### src/design/hcd_pkg.sv
// Shared types, register codes and sizing constants of the hotkey click/hold detector.
package hcd_pkg;

    // Default and maximum number of hotkey slots.
    localparam int NUM_SLOTS_DEF = 8;
    localparam int MAX_SLOTS     = 8;

    // Widths fixed by the register map and the payload fields.
    localparam int MASK_W   = 32;
    localparam int TIME_W   = 32;
    localparam int SLOT_W   = 3;
    localparam int PRIO_W   = 4;
    localparam int ENTRY_W  = 6;
    localparam int PIN_W    = 5;
    localparam int CFG_W    = 48;
    localparam int CFG_IDX_W = 3;

    // Walk: two priority steps, then one step per slot.
    localparam int PRIO_STEPS = 2;
    localparam int STEP_W     = 4;

    // Configuration register indexes.
    localparam logic [CFG_IDX_W-1:0] REG_PIN_TABLE   = 3'd0;
    localparam logic [CFG_IDX_W-1:0] REG_HOLD_FLAGS  = 3'd1;
    localparam logic [CFG_IDX_W-1:0] REG_SPECIAL     = 3'd2;
    localparam logic [CFG_IDX_W-1:0] REG_FIRST_PRIO  = 3'd3;
    localparam logic [CFG_IDX_W-1:0] REG_SECOND_PRIO = 3'd4;
    localparam logic [CFG_IDX_W-1:0] REG_FN_MASK     = 3'd5;
    localparam logic [CFG_IDX_W-1:0] REG_HOLD_THRESH = 3'd6;

    // Reset values.
    localparam logic [PRIO_W-1:0] PRIO_NONE        = 4'd8;
    localparam logic [TIME_W-1:0] HOLD_THRESH_RST  = 32'd1000;

    typedef struct packed {
        logic [MASK_W-1:0] current_mask;
        logic [MASK_W-1:0] previous_mask;
        logic [TIME_W-1:0] now_ms;
    } hcd_in_t;

    typedef struct packed {
        logic              fired;
        logic [SLOT_W-1:0] fired_slot;
    } hcd_out_t;

    // Controller to datapath.
    typedef struct packed {
        logic              load_in;
        logic              step;
        logic [STEP_W-1:0] step_idx;
        logic              load_out;
    } hcd_cmd_t;

    // Datapath to controller.
    typedef struct packed {
        logic fire;
    } hcd_stat_t;

endpackage

### src/design/hcd_ctrl.sv
// Controller state machine of the hotkey click/hold detector: step sequencing and output valid.
module hcd_ctrl #(
    parameter int NUM_SLOTS = hcd_pkg::NUM_SLOTS_DEF
) (
    input  logic              clk,
    input  logic              rst_n,
    input  logic              in_valid,
    output logic              in_stall,
    output logic              out_valid,
    input  logic              out_stall,
    output hcd_pkg::hcd_cmd_t cmd,
    input  hcd_pkg::hcd_stat_t stat
);

    localparam logic [1:0] ST_IDLE = 2'd0;
    localparam logic [1:0] ST_RUN  = 2'd1;
    localparam logic [1:0] ST_DONE = 2'd2;

    localparam logic [hcd_pkg::STEP_W-1:0] LAST_STEP =
        hcd_pkg::STEP_W'(hcd_pkg::PRIO_STEPS + NUM_SLOTS - 1);

    logic [1:0]                 state_reg, state_next;
    logic [hcd_pkg::STEP_W-1:0] step_reg, step_next;
    logic                       out_valid_reg, out_valid_next;

    always_comb
    begin
        state_next     = state_reg;
        step_next      = step_reg;
        out_valid_next = out_valid_reg;
        cmd            = '0;
        cmd.step_idx   = step_reg;

        if (out_valid_reg && !out_stall)
        begin
            out_valid_next = 1'b0;
        end

        unique case (state_reg)
            ST_IDLE:
            begin
                if (in_valid)
                begin
                    cmd.load_in = 1'b1;
                    step_next   = '0;
                    state_next  = ST_RUN;
                end
            end
            ST_RUN:
            begin
                cmd.step = 1'b1;
                if (stat.fire || step_reg == LAST_STEP)
                begin
                    state_next = ST_DONE;
                end
                else
                begin
                    step_next = step_reg + 1'b1;
                end
            end
            ST_DONE:
            begin
                if (!out_valid_reg || !out_stall)
                begin
                    cmd.load_out   = 1'b1;
                    out_valid_next = 1'b1;
                    state_next     = ST_IDLE;
                end
            end
            default:
            begin
                state_next = ST_IDLE;
            end
        endcase
    end

    always_ff @(posedge clk or negedge rst_n)
    begin
        if (!rst_n)
        begin
            state_reg     <= ST_IDLE;
            step_reg      <= '0;
            out_valid_reg <= 1'b0;
        end
        else
        begin
            state_reg     <= state_next;
            step_reg      <= step_next;
            out_valid_reg <= out_valid_next;
        end
    end

    assign in_stall  = (state_reg != ST_IDLE);
    assign out_valid = out_valid_reg;

endmodule

### src/design/hcd_datapath.sv
// Datapath of the hotkey click/hold detector: config registers, slot state and per-step evaluation.
module hcd_datapath #(
    parameter int NUM_SLOTS = hcd_pkg::NUM_SLOTS_DEF
) (
    input  logic                               clk,
    input  logic                               rst_n,
    input  logic                               cfg_we,
    input  logic [hcd_pkg::CFG_IDX_W-1:0]      cfg_index,
    input  logic [hcd_pkg::CFG_W-1:0]          cfg_data,
    input  hcd_pkg::hcd_in_t                   in_data,
    output hcd_pkg::hcd_out_t                  out_data,
    input  hcd_pkg::hcd_cmd_t                  cmd,
    output hcd_pkg::hcd_stat_t                 stat
);

    localparam int IDX_W = (NUM_SLOTS > 1) ? $clog2(NUM_SLOTS) : 1;
    localparam logic [hcd_pkg::PRIO_W-1:0] SLOT_LIMIT = hcd_pkg::PRIO_W'(NUM_SLOTS);

    // Configuration registers.
    logic [hcd_pkg::CFG_W-1:0]     pin_table_reg;
    logic [hcd_pkg::MAX_SLOTS-1:0] hold_flags_reg;
    logic [hcd_pkg::MAX_SLOTS-1:0] special_reg;
    logic [hcd_pkg::PRIO_W-1:0]    first_prio_reg;
    logic [hcd_pkg::PRIO_W-1:0]    second_prio_reg;
    logic [hcd_pkg::MASK_W-1:0]    fn_mask_reg;
    logic [hcd_pkg::TIME_W-1:0]    hold_thresh_reg;

    // Captured request and per-slot state.
    hcd_pkg::hcd_in_t           req_reg;
    logic                       pressed_reg [NUM_SLOTS];
    logic                       done_reg    [NUM_SLOTS];
    logic [hcd_pkg::TIME_W-1:0] ptime_reg   [NUM_SLOTS];

    logic                       res_fired_reg;
    logic [hcd_pkg::SLOT_W-1:0] res_slot_reg;
    hcd_pkg::hcd_out_t          out_reg;

    // Step evaluation.
    logic [hcd_pkg::SLOT_W-1:0]  slot_sel;
    logic [IDX_W-1:0]            slot_idx;
    logic [hcd_pkg::STEP_W-1:0]  scan_pos;
    logic                        is_prio;
    logic                        step_ok;
    logic [hcd_pkg::ENTRY_W-1:0] entry;
    logic [hcd_pkg::MASK_W-1:0]  want;
    logic                        cur_dn, prev_dn;
    logic                        hold;
    logic                        pressed_cur, done_cur;
    logic [hcd_pkg::TIME_W-1:0]  ptime_cur;
    logic [hcd_pkg::TIME_W-1:0]  elapsed;
    logic                        pressed_next, done_next;
    logic [hcd_pkg::TIME_W-1:0]  ptime_next;
    logic                        fire;

    always_comb
    begin
        scan_pos = cmd.step_idx - hcd_pkg::STEP_W'(hcd_pkg::PRIO_STEPS);
        is_prio  = (cmd.step_idx < hcd_pkg::STEP_W'(hcd_pkg::PRIO_STEPS));
        if (cmd.step_idx == '0)
        begin
            slot_sel = first_prio_reg[hcd_pkg::SLOT_W-1:0];
            step_ok  = (first_prio_reg < SLOT_LIMIT);
        end
        else if (is_prio)
        begin
            slot_sel = second_prio_reg[hcd_pkg::SLOT_W-1:0];
            step_ok  = (second_prio_reg < SLOT_LIMIT);
        end
        else
        begin
            slot_sel = scan_pos[hcd_pkg::SLOT_W-1:0];
            step_ok  = 1'b1;
        end
        slot_idx = slot_sel[IDX_W-1:0];

        entry = pin_table_reg[hcd_pkg::ENTRY_W*slot_sel +: hcd_pkg::ENTRY_W];
        want  = (hcd_pkg::MASK_W'(1) << entry[hcd_pkg::PIN_W-1:0]) | fn_mask_reg;

        // Scan slots must be enabled and not reserved for priority use.
        if (!is_prio && (!entry[hcd_pkg::ENTRY_W-1] || special_reg[slot_sel]))
        begin
            step_ok = 1'b0;
        end

        if (is_prio)
        begin
            cur_dn  = entry[hcd_pkg::ENTRY_W-1] && ((req_reg.current_mask & want) == want);
            prev_dn = entry[hcd_pkg::ENTRY_W-1] && ((req_reg.previous_mask & want) == want);
        end
        else
        begin
            cur_dn  = entry[hcd_pkg::ENTRY_W-1] && (req_reg.current_mask == want);
            prev_dn = entry[hcd_pkg::ENTRY_W-1] && (req_reg.previous_mask == want);
        end

        hold        = hold_flags_reg[slot_sel];
        pressed_cur = pressed_reg[slot_idx];
        done_cur    = done_reg[slot_idx];
        ptime_cur   = ptime_reg[slot_idx];
        elapsed     = req_reg.now_ms - ptime_cur;

        pressed_next = pressed_cur;
        done_next    = done_cur;
        ptime_next   = ptime_cur;
        fire         = 1'b0;

        if (cur_dn && !prev_dn)
        begin
            pressed_next = 1'b1;
            done_next    = 1'b0;
            ptime_next   = req_reg.now_ms;
        end
        else if (!cur_dn && prev_dn)
        begin
            fire         = pressed_cur && !done_cur && !hold;
            pressed_next = 1'b0;
            done_next    = 1'b0;
            ptime_next   = '0;
        end
        else if (cur_dn && pressed_cur && !done_cur)
        begin
            if (hold && (elapsed >= hold_thresh_reg))
            begin
                done_next = 1'b1;
                fire      = 1'b1;
            end
        end

        stat.fire = cmd.step && step_ok && fire;
    end

    always_ff @(posedge clk or negedge rst_n)
    begin
        if (!rst_n)
        begin
            pin_table_reg   <= '0;
            hold_flags_reg  <= '0;
            special_reg     <= '0;
            first_prio_reg  <= hcd_pkg::PRIO_NONE;
            second_prio_reg <= hcd_pkg::PRIO_NONE;
            fn_mask_reg     <= '0;
            hold_thresh_reg <= hcd_pkg::HOLD_THRESH_RST;
        end
        else if (cfg_we)
        begin
            unique case (cfg_index)
                hcd_pkg::REG_PIN_TABLE:   pin_table_reg   <= cfg_data;
                hcd_pkg::REG_HOLD_FLAGS:  hold_flags_reg  <= cfg_data[hcd_pkg::MAX_SLOTS-1:0];
                hcd_pkg::REG_SPECIAL:     special_reg     <= cfg_data[hcd_pkg::MAX_SLOTS-1:0];
                hcd_pkg::REG_FIRST_PRIO:  first_prio_reg  <= cfg_data[hcd_pkg::PRIO_W-1:0];
                hcd_pkg::REG_SECOND_PRIO: second_prio_reg <= cfg_data[hcd_pkg::PRIO_W-1:0];
                hcd_pkg::REG_FN_MASK:     fn_mask_reg     <= cfg_data[hcd_pkg::MASK_W-1:0];
                hcd_pkg::REG_HOLD_THRESH: hold_thresh_reg <= cfg_data[hcd_pkg::TIME_W-1:0];
                default:
                begin
                end
            endcase
        end
    end

    always_ff @(posedge clk or negedge rst_n)
    begin
        if (!rst_n)
        begin
            for (int i = 0; i < NUM_SLOTS; i++)
            begin
                pressed_reg[i] <= 1'b0;
                done_reg[i]    <= 1'b0;
                ptime_reg[i]   <= '0;
            end
        end
        else if (cmd.step && step_ok)
        begin
            pressed_reg[slot_idx] <= pressed_next;
            done_reg[slot_idx]    <= done_next;
            ptime_reg[slot_idx]   <= ptime_next;
        end
    end

    always_ff @(posedge clk or negedge rst_n)
    begin
        if (!rst_n)
        begin
            res_fired_reg <= 1'b0;
            res_slot_reg  <= '0;
        end
        else if (cmd.load_in)
        begin
            res_fired_reg <= 1'b0;
            res_slot_reg  <= '0;
        end
        else if (stat.fire)
        begin
            res_fired_reg <= 1'b1;
            res_slot_reg  <= slot_sel;
        end
    end

    always_ff @(posedge clk)
    begin
        if (cmd.load_in)
        begin
            req_reg <= in_data;
        end
        if (cmd.load_out)
        begin
            out_reg.fired      <= res_fired_reg;
            out_reg.fired_slot <= res_slot_reg;
        end
    end

    assign out_data = out_reg;

endmodule

### src/design/fn_hotkey_click_hold_detector.sv
// Top level of the hotkey click and long-press detector.
//
// One request per scan tick carries the current and previous button masks and a
// millisecond timestamp; one response comes back per request, with fired set and the
// slot index when a hotkey triggered, or fired clear and slot 0 otherwise. The block
// walks the two priority slots (subset match on the masks) and then slots 0 to
// NUM_SLOTS-1 (exact match, enabled and non-special only), one slot per clock through a
// single evaluation unit, and stops at the first slot that fires. A request is captured
// at the accepting edge, walked slot by slot, and its result is then loaded into the
// output register once that register is free or its response is taken. The input stays
// stalled from accept until the output register is loaded. One request is in flight at
// a time; the next is accepted as soon as the response sits in the output register, even
// while that response is still stalled. Configuration writes go in through
// cfg_we/cfg_index/cfg_data and must only happen while no request is open.
module fn_hotkey_click_hold_detector #(
    parameter int NUM_SLOTS = hcd_pkg::NUM_SLOTS_DEF
) (
    input  logic                          clk,
    input  logic                          rst_n,
    // Configuration write port
    input  logic                          cfg_we,
    input  logic [hcd_pkg::CFG_IDX_W-1:0] cfg_index,
    input  logic [hcd_pkg::CFG_W-1:0]     cfg_data,
    // Request channel
    input  logic                          in_valid,
    output logic                          in_stall,
    input  hcd_pkg::hcd_in_t              in_data,
    // Response channel
    output logic                          out_valid,
    input  logic                          out_stall,
    output hcd_pkg::hcd_out_t             out_data
);

    hcd_pkg::hcd_cmd_t  cmd;
    hcd_pkg::hcd_stat_t stat;

    // Sequence capture, walk and output load.
    hcd_ctrl #(
        .NUM_SLOTS (NUM_SLOTS)
    ) u_ctrl (
        .clk       (clk),
        .rst_n     (rst_n),
        .in_valid  (in_valid),
        .in_stall  (in_stall),
        .out_valid (out_valid),
        .out_stall (out_stall),
        .cmd       (cmd),
        .stat      (stat)
    );

    // Hold config, per-slot press state and the single evaluation unit.
    hcd_datapath #(
        .NUM_SLOTS (NUM_SLOTS)
    ) u_datapath (
        .clk       (clk),
        .rst_n     (rst_n),
        .cfg_we    (cfg_we),
        .cfg_index (cfg_index),
        .cfg_data  (cfg_data),
        .in_data   (in_data),
        .out_data  (out_data),
        .cmd       (cmd),
        .stat      (stat)
    );

endmodule
### config.mk
export PLATFORM = sky130hd
export DESIGN_NAME = fn_hotkey_click_hold_detector
export DESIGN_NICKNAME = d
export VERILOG_FILES = /design/src/design/hcd_pkg.sv /design/src/design/hcd_ctrl.sv /design/src/design/hcd_datapath.sv /design/src/design/fn_hotkey_click_hold_detector.sv
export SDC_FILE = /design/constraint.sdc
export NUM_CORES = 1
export LEC_CHECK = 0
export BUFFER_PORTS_ARGS = -buffer_cell sky130_fd_sc_hd__buf_2
export CORE_UTILIZATION = 35
export CTS_CLUSTER_DIAMETER = 50
export DETAILED_ROUTE_END_ITERATION = 6
export SYNTH_ARGS = -nofsm -noshare
export SYNTH_HDL_FRONTEND = slang
export SYNTH_SLANG_ARGS = --single-unit
export TNS_END_PERCENT = 50
### constraint.sdc
create_clock -name clk -period 11.5 [get_ports clk]
set_input_delay 2.3 -clock clk [delete_from_list [all_inputs] [get_ports clk]]
set_output_delay 2.3 -clock clk [all_outputs]
set_load 0.05 [all_outputs]
==> impl_metrics.prom, run 1 <==
# TYPE chip_impl_metric gauge
chip_impl_metric{name="timing_worst_slew_pin_value",unit="ns"} 1.23
chip_impl_info{name="critical_path_class",value="reg2reg"} 1
chip_impl_metric{name="synth.lib_cells_used.distinct",unit=""} 101
chip_impl_metric{name="count_of_flip_flops_with_a_built_in_enable_after_synthesis",unit=""} 100
chip_impl_info{name="yosys-top-cells-count",value="sky130_fd_sc_hd__dfrtp_1, sky130_fd_sc_hd__a21oi_1, sky130_fd_sc_hd__nor2_1"} 1
chip_impl_metric{name="ys_async_sr_fraction",unit=""} 0.807
chip_impl_metric{name="synth.cell_area",unit="sq um"} 26400
chip_impl_metric{name="cts_resized",unit=""} 0
chip_impl_metric{name="clk-insertion-delay-late",unit="ns"} 0.63
chip_impl_info{name="violations",value="design-rule violations"} 1
chip_impl_info{name="end_kind",value="register"} 1
chip_impl_metric{name="drv.max_cap_violation_count",unit=""} 0
chip_impl_info{name="rr_endpoint",value="u_ctrl.step_reg[1]$_DFFE_PN0P_"} 1
chip_impl_metric{name="pre_cts_slack",unit="ns"} 2.46
chip_impl_metric{name="min_delay_path_depth",unit=""} 0
chip_impl_info{name="hold-path-endpoint",value="u_datapath.out_data[0]$_DFFE_PP_"} 1
chip_impl_metric{name="count_of_boundary_i_o_pins",unit=""} 158
chip_impl_metric{name="ys_seq_area_frac",unit=""} 0.511
chip_impl_metric{name="gpl.final_weighted_congestion",unit=""} 0.934
chip_impl_metric{name="number_of_remaining_drc_errors",unit=""} 4
chip_impl_metric{name="rrSetupSlack",unit="ns"} 2.23
chip_impl_metric{name="slew_headroom",unit=""} 0.172
chip_impl_metric{name="drt-total-wl",unit="mm"} 87.8
chip_impl_metric{name="drt_pass1_iterations",unit=""} 7
chip_impl_metric{name="finalMaxSlewViolations",unit=""} 0
chip_impl_metric{name="synth.ff_latch_count",unit=""} 519
chip_impl_metric{name="average_wire_length_per_cell_after_detail_routing",unit="um"} 24.0
chip_impl_metric{name="register_area",unit="sq um"} 13500
chip_impl_metric{name="num_cts_buffers",unit=""} 73
chip_impl_metric{name="hpwl",unit="mm"} 61.8
chip_impl_metric{name="detail_route.vias_per_cell",unit=""} 5.66
chip_impl_metric{name="crit_arrival",unit="ns"} 9.78
chip_impl_metric{name="vias",unit=""} 20700
chip_impl_info{name="timing.critical_path.mode_cell",value="sky130_fd_sc_hd__a21oi_1"} 1
chip_impl_metric{name="timing.clock.skew",unit="ns"} 0.0336
chip_impl_info{name="min-delay-path-class",value="reg2reg"} 1
chip_impl_metric{name="largest_register_ff_count",unit=""} 256
chip_impl_metric{name="grt.total_usage",unit=""} 0.229
chip_impl_metric{name="required",unit="ns"} 12.01
chip_impl_metric{name="detailedRoute.firstIterationViolations",unit=""} 1951
chip_impl_info{name="netlist_top_cells_area",value="sky130_fd_sc_hd__dfrtp_1, sky130_fd_sc_hd__edfxtp_1, sky130_fd_sc_hd__mux2_2"} 1
chip_impl_metric{name="cts_post_setup_buffers_inserted",unit=""} 0
chip_impl_metric{name="setup_violations",unit=""} 0
chip_impl_metric{name="first_global_vias",unit=""} 21100
chip_impl_metric{name="max_freq",unit="MHz"} 108
chip_impl_metric{name="placementRows",unit=""} 100
chip_impl_metric{name="grt_pass1_wl",unit="mm"} 133
chip_impl_metric{name="fin_util",unit=""} 0.412
chip_impl_metric{name="synth_top_cell_area_share",unit=""} 0.389
chip_impl_metric{name="timing.setup.tns",unit="ns"} 0
chip_impl_info{name="worstSetupStartpointType",value="register"} 1
chip_impl_info{name="clockRootBuffer",value="sky130_fd_sc_hd__clkbuf_16"} 1
chip_impl_info{name="cts_tree",value="yes"} 1
chip_impl_metric{name="synth_fp_nets",unit=""} 2711
chip_impl_info{name="run_status",value="complete, but fails checks"} 1
chip_impl_metric{name="share_of_the_clock_period_used_by_the_worst_path_after_layout",unit=""} 0.806
chip_impl_metric{name="die_height",unit="um"} 277
chip_impl_metric{name="syn_to_final_growth",unit="%"} 16.4
chip_impl_metric{name="htree_levels",unit=""} 3
chip_impl_metric{name="cp_max_fo",unit=""} 36
chip_impl_metric{name="clk_pin_slew",unit="ns"} 0.05
chip_impl_info{name="largest_area_contributor_in_the_synthesized_netlist",value="sky130_fd_sc_hd__dfrtp_1"} 1
chip_impl_metric{name="core-area",unit="sq um"} 74600
chip_impl_metric{name="min_period",unit="ns"} 9.27
chip_impl_info{name="synth_ff_type",value="sky130_fd_sc_hd__dfrtp_1"} 1
chip_impl_metric{name="antenna_found_initial",unit=""} 1
chip_impl_metric{name="die_w",unit="um"} 277
chip_impl_info{name="slowest_stage",value="sky130_fd_sc_hd__o41ai_1"} 1
chip_impl_metric{name="route.antenna.remaining_nets",unit=""} 0
chip_impl_metric{name="gr-total-overflow",unit=""} 0
chip_impl_metric{name="hold_violations",unit=""} 0
chip_impl_metric{name="fillers",unit=""} 7111
chip_impl_metric{name="finish.net_count",unit=""} 2842
chip_impl_metric{name="syn_avg_cell_area",unit="sq um"} 10.6
chip_impl_metric{name="final.setup.worst_slack",unit="ns"} 2.23
chip_impl_metric{name="grt_max_degree",unit=""} 161
chip_impl_info{name="reg2reg_from",value="u_ctrl.step_reg[1]$_DFFE_PN0P_"} 1
chip_impl_metric{name="cts_hold_repair.buffers",unit=""} 0
chip_impl_metric{name="initial_utilization",unit=""} 0.354
chip_impl_metric{name="io_buffers",unit=""} 157
chip_impl_metric{name="max_stage_delay",unit="ns"} 0.60
chip_impl_metric{name="cts.sinks",unit=""} 519
chip_impl_info{name="hold_path_startpoint",value="u_datapath.res_slot_reg[0]$_DFFE_PN0P_"} 1
chip_impl_metric{name="die_area",unit="sq um"} 76600
chip_impl_info{name="synth_most_common_cell",value="sky130_fd_sc_hd__dfrtp_1"} 1
chip_impl_metric{name="layout-drive-gt1-share",unit=""} 0.248
chip_impl_metric{name="yosys_warnings",unit=""} 0
chip_impl_metric{name="r2r_cells",unit=""} 36
chip_impl_metric{name="multi_input_area",unit="sq um"} 12100
chip_impl_metric{name="postSynthCellCount",unit=""} 2491
chip_impl_metric{name="max-clock-path-buffers",unit=""} 3
chip_impl_info{name="grt_setup_unrepaired",value="false"} 1
kinds of logic (layout without fill, tap and decap cells):
kind of cell | after synthesis | in the layout | share of synthesized area
simple gates | 707 | 707 | 0.121
other cells | 0 | 1 | 0
xor+xnor | 28 | 28 | 0.00929
fa+ha+maj | 68 | 68 | 0.0325
mux | 172 | 172 | 0.0771
compound gates | 772 | 772 | 0.213
flops | 519 | 519 | 0.511
buf+inv | 225 | 416 | 0.0357
per-layer routing:
| layer | share of wire | wire length, um | GRT usage |
|---|---|---|---|
| met1 | 0.45 | 39500 | 0.315 |
| met2 | 0.46 | 40500 | 0.364 |
| met3 | 0.055 | 4800 | 0.0364 |
| met4 | 0.034 | 2970 | 0.0842 |
| met5 | 0.00026 | 23 | 0 |
how the worst max path moves through the flow:
stage                                        start                              to  cells after the start
floorplan           u_ctrl.step_reg[1]$_DFFE_PN0P_  u_ctrl.step_reg[0]$_DFFE_PN0P_                     42
global placement    u_ctrl.step_reg[1]$_DFFE_PN0P_  u_ctrl.step_reg[1]$_DFFE_PN0P_                     36
detailed placement  u_ctrl.step_reg[1]$_DFFE_PN0P_  u_ctrl.step_reg[1]$_DFFE_PN0P_                     38
CTS                 u_ctrl.step_reg[1]$_DFFE_PN0P_  u_ctrl.step_reg[1]$_DFFE_PN0P_                     36
global route        u_ctrl.step_reg[1]$_DFFE_PN0P_  u_ctrl.step_reg[1]$_DFFE_PN0P_                     36
finish              u_ctrl.step_reg[1]$_DFFE_PN0P_  u_ctrl.step_reg[1]$_DFFE_PN0P_                     36
layout make-up:
| cell class | instances | area share |
|---|---|---|
| flip-flops and latches | 519 | 0.439 |
| repair buffers | 201 | 0.0371 |
| diodes | 1 | 0.0000814 |
| clock buffers | 88 | 0.0643 |
| clock inverters | 47 | 0.0167 |
| well taps | 969 | 0.0395 |
| multi-input cells | 1747 | 0.393 |
| inverters | 80 | 0.00985 |
metrics by stage:
| stage | hold slack, ns | instance area, sq um | instances |
|---|---|---|---|
| 3_5_place_dp | 0.479 | 28200 | 3516 |
| 3_3_place_gp | 0.484 | 28200 | 3516 |
| 5_1_grt | 0.502 | 30700 | 3651 |
| 2_1_floorplan | 0.425 | 26400 | 2491 |
| 6_report | 0.495 | 30700 | 3652 |
| 4_1_cts | 0.492 | 30700 | 3651 |
cell usage in the layout, fill, tap and decap left out, drive strengths merged, types with 8 or more instances in the layout:
cell type	Yosys	final
a21oi	437	437
dfrtp	411	411
nor2	313	313
buf	32	201
nand2	185	185
mux2	159	159
edfxtp	100	100
inv	80	92
clkbuf	113	88
ha	67	67
a211oi	47	47
o21ai	42	42
nor3	37	37
a221oi	32	32
a2bb2oi	30	30
nand3	27	27
nor4	26	26
o22ai	25	25
nand2b	23	23
clkinv	0	22
xnor2	21	21
nor2b	20	20
a21o	18	18
or3	17	17
a2111oi	13	13
o2111ai	12	12
o211a	12	12
nand4	12	12
a22oi	12	12
o211ai	11	11
o21a	11	11
o221ai	9	9
dfstp	8	8
critical path: cells and delay by family, from the launching register on:
| kind | cells | cell delay, ns |
|---|---|---|
| AND/OR/NAND/NOR | 7 | 1.20 |
| buffers and inverters | 3 | 0.74 |
| AO/OA/AOI/OAI | 21 | 5.24 |
| adder cells (fa/ha/maj) | 4 | 1.24 |
| XOR/XNOR | 1 | 0.15 |
| flip-flops | 1 | 0.54 |
Power of run 1 is not shown: default switching activity piles up to over one toggle a cycle in this logic, so the estimate is an artifact.
==> run 2: changes to the inputs <==
- clock period: 11.5 -> 8.8 ns (I/O delays scaled with it)
==> impl_metrics.prom, run 2 (synthesis results as in run 1) <==
# TYPE chip_impl_metric gauge
chip_impl_info{name="run_status",value="finished, final reports clean"} 1
chip_impl_info{name="clockRootBuffer",value="sky130_fd_sc_hd__clkbuf_16"} 1
chip_impl_metric{name="clk-insertion-delay-late",unit="ns"} 0.63
chip_impl_info{name="final_cell_mix",value="sky130_fd_sc_hd__dfrtp_1, sky130_fd_sc_hd__a21oi_1, sky130_fd_sc_hd__nor2_1, sky130_fd_sc_hd__nand2_1"} 1
chip_impl_metric{name="core-area",unit="sq um"} 74600
chip_impl_metric{name="path_depth",unit=""} 35
chip_impl_metric{name="cp_num_buf_inv",unit=""} 3
chip_impl_info{name="worstSetupStartpointType",value="register"} 1
chip_impl_metric{name="first_global_vias",unit=""} 21000
chip_impl_info{name="min-delay-path-class",value="reg2reg"} 1
chip_impl_metric{name="die_w",unit="um"} 277
chip_impl_info{name="critical_path_class",value="reg2reg"} 1
chip_impl_metric{name="placementRows",unit=""} 100
chip_impl_metric{name="share_of_the_clock_period_used_by_the_worst_path_after_layout",unit=""} 0.958
chip_impl_metric{name="count_of_boundary_i_o_pins",unit=""} 158
chip_impl_metric{name="htree_levels",unit=""} 3
chip_impl_metric{name="cts.sinks",unit=""} 519
chip_impl_metric{name="gpl.final_weighted_congestion",unit=""} 0.957
chip_impl_info{name="slowest_stage",value="sky130_fd_sc_hd__dfrtp_2"} 1
chip_impl_metric{name="die_height",unit="um"} 277
chip_impl_info{name="final_common_cell",value="sky130_fd_sc_hd__dfrtp_1"} 1
chip_impl_metric{name="number_of_remaining_drc_errors",unit=""} 0
chip_impl_metric{name="finish.net_count",unit=""} 2862
chip_impl_metric{name="grt.total_usage",unit=""} 0.228
chip_impl_metric{name="largest_register_ff_count",unit=""} 256
chip_impl_metric{name="grt_pass1_wl",unit="mm"} 133
chip_impl_metric{name="timing_worst_slew_pin_value",unit="ns"} 1.26
chip_impl_metric{name="slew_headroom",unit=""} 0.160
chip_impl_metric{name="route.antenna.remaining_nets",unit=""} 0
chip_impl_metric{name="rrSetupSlack",unit="ns"} 0.37
chip_impl_info{name="timing.critical_path.mode_cell",value="sky130_fd_sc_hd__a21oi_1"} 1
chip_impl_metric{name="drv.max_cap_violation_count",unit=""} 0
chip_impl_metric{name="gr-total-overflow",unit=""} 0
chip_impl_metric{name="detailedRoute.firstIterationViolations",unit=""} 1802
chip_impl_info{name="reg2reg_from",value="u_ctrl.step_reg[1]$_DFFE_PN0P_"} 1
chip_impl_metric{name="antenna_found_initial",unit=""} 1
chip_impl_metric{name="average_wire_length_per_cell_after_detail_routing",unit="um"} 24.1
chip_impl_metric{name="max-clock-path-buffers",unit=""} 3
chip_impl_metric{name="hold_violations",unit=""} 0
chip_impl_metric{name="clk_pin_slew",unit="ns"} 0.06
chip_impl_metric{name="final_cell_area",unit="sq um"} 30900
chip_impl_metric{name="grt_max_degree",unit=""} 170
chip_impl_metric{name="max_stage_delay",unit="ns"} 0.47
chip_impl_info{name="worst_path_dominant_cell_family",value="compound AO/OA/AOI/OAI gates"} 1
chip_impl_metric{name="drt-total-wl",unit="mm"} 88.6
chip_impl_metric{name="required",unit="ns"} 9.31
chip_impl_metric{name="r2r_cells",unit=""} 35
chip_impl_metric{name="min_delay_path_depth",unit=""} 1
chip_impl_metric{name="detail_route.vias_per_cell",unit=""} 5.70
chip_impl_metric{name="hpwl",unit="mm"} 62.7
chip_impl_metric{name="vias",unit=""} 20900
chip_impl_metric{name="post_route_non_filler_standard_cell_count",unit=""} 3671
chip_impl_info{name="cts_tree",value="yes"} 1
chip_impl_metric{name="crit_arrival",unit="ns"} 8.95
chip_impl_metric{name="min_period",unit="ns"} 8.43
chip_impl_metric{name="fin_util",unit=""} 0.415
chip_impl_metric{name="initial_utilization",unit=""} 0.354
chip_impl_metric{name="finalMaxSlewViolations",unit=""} 0
chip_impl_metric{name="cp_max_fo",unit=""} 11
chip_impl_info{name="crit_path_start",value="u_ctrl.step_reg[1]$_DFFE_PN0P_"} 1
chip_impl_metric{name="die_area",unit="sq um"} 76600
chip_impl_metric{name="tightest_hold_margin",unit="ns"} 0.503
chip_impl_metric{name="setup_violations",unit=""} 0
chip_impl_metric{name="max_freq",unit="MHz"} 119
chip_impl_metric{name="place.detailed.instances",unit=""} 3528
chip_impl_metric{name="placed_area",unit="sq um"} 28300
chip_impl_metric{name="syn_to_final_growth",unit="%"} 17.1
chip_impl_metric{name="timing.clock.skew",unit="ns"} 0.0377
chip_impl_info{name="end_kind",value="register"} 1
chip_impl_metric{name="num_cts_buffers",unit=""} 73
chip_impl_info{name="rr_endpoint",value="u_ctrl.step_reg[1]$_DFFE_PN0P_"} 1
chip_impl_metric{name="drt_pass1_iterations",unit=""} 5
chip_impl_info{name="termination_of_the_worst_setup_path",value="u_ctrl.step_reg[1]$_DFFE_PN0P_"} 1
chip_impl_metric{name="layout-drive-gt1-share",unit=""} 0.256
chip_impl_metric{name="cts_hold_repair.buffers",unit=""} 0
chip_impl_metric{name="io_buffers",unit=""} 157
run 2: cell count changes in the layout (fill, tap and decap cells not counted), moves of 2 or more:
cell                         delta
sky130_fd_sc_hd__dfrtp_1        -2
sky130_fd_sc_hd__clkinv_2       -2
sky130_fd_sc_hd__buf_4         +19
sky130_fd_sc_hd__clkinv_1       -2
sky130_fd_sc_hd__dfrtp_2        +2
sky130_fd_sc_hd__clkinvlp_4     -2
sky130_fd_sc_hd__inv_6          +3
sky130_fd_sc_hd__a221oi_1       -2
sky130_fd_sc_hd__a221oi_2       +2
run 2: worst register-to-register path: cells and delay by family, from the launching register on:
| kind | cells | cell delay [ns] |
|---|---|---|
| compound gates | 21 | 4.89 |
| fa+ha+maj | 4 | 1.31 |
| simple gates | 6 | 1.09 |
| flops | 1 | 0.47 |
| buf+inv | 3 | 0.40 |
| xor+xnor | 1 | 0.16 |
run 2: how the worst min path moves through the flow:
stage | startpoint | to | slack, ns
2_1_floorplan | u_datapath.res_slot_reg[0]$_DFFE_PN0P_ | u_datapath.out_data[0]$_DFFE_PP_ | 0.42
3_3_place_gp | u_datapath.pin_table_reg[31]$_DFFE_PN0P_ | u_datapath.pin_table_reg[31]$_DFFE_PN0P_ | 0.49
3_5_place_dp | u_datapath.pin_table_reg[16]$_DFFE_PN0P_ | u_datapath.pin_table_reg[16]$_DFFE_PN0P_ | 0.49
4_1_cts | u_datapath.hold_thresh_reg[23]$_DFFE_PN0P_ | u_datapath.hold_thresh_reg[23]$_DFFE_PN0P_ | 0.51
5_1_grt | u_datapath.pin_table_reg[18]$_DFFE_PN0P_ | u_datapath.pin_table_reg[18]$_DFFE_PN0P_ | 0.51
6_report | u_datapath.pin_table_reg[1]$_DFFE_PN0P_ | u_datapath.pin_table_reg[1]$_DFFE_PN0P_ | 0.50
run 2: area by class of cell:
class | instances | area, sq um
multi-input combinational | 1748 | 12100
timing repair buffer | 220 | 1280
clock buffer | 88 | 1950
antenna | 2 | 5.00
clock inverter | 45 | 538
sequential | 519 | 13500
fill | 7076 | 43600
inverter | 80 | 303
tap | 969 | 1210
run 2: layer usage:
metal  global-route usage  routed length (um)
met1                0.307               38700
met2                0.371               41600
met3               0.0370                5150
met4               0.0809                3160
met5                    0                   0
run 2: stage by stage:
| stage | setup WS [ns] | TNS [ns] |
|---|---|---|
| after global routing | -0.0677 | -0.0776 |
| after floorplan | 0.701 | 0 |
| final | 0.366 | 0 |
| after global placement | 0.528 | 0 |
| after detailed placement | 0.266 | 0 |
| after CTS | 0.182 | 0 |
run 2: what timing repair did:
| item | 4_1_cts | 5_1_grt |
|---|---|---|
| gates resized for setup | 0 | 10 |
| setup endpoints to repair | 0 | 18 |
| setup buffers | 0 | 7 |
Power of run 2 is left out for the same reason.
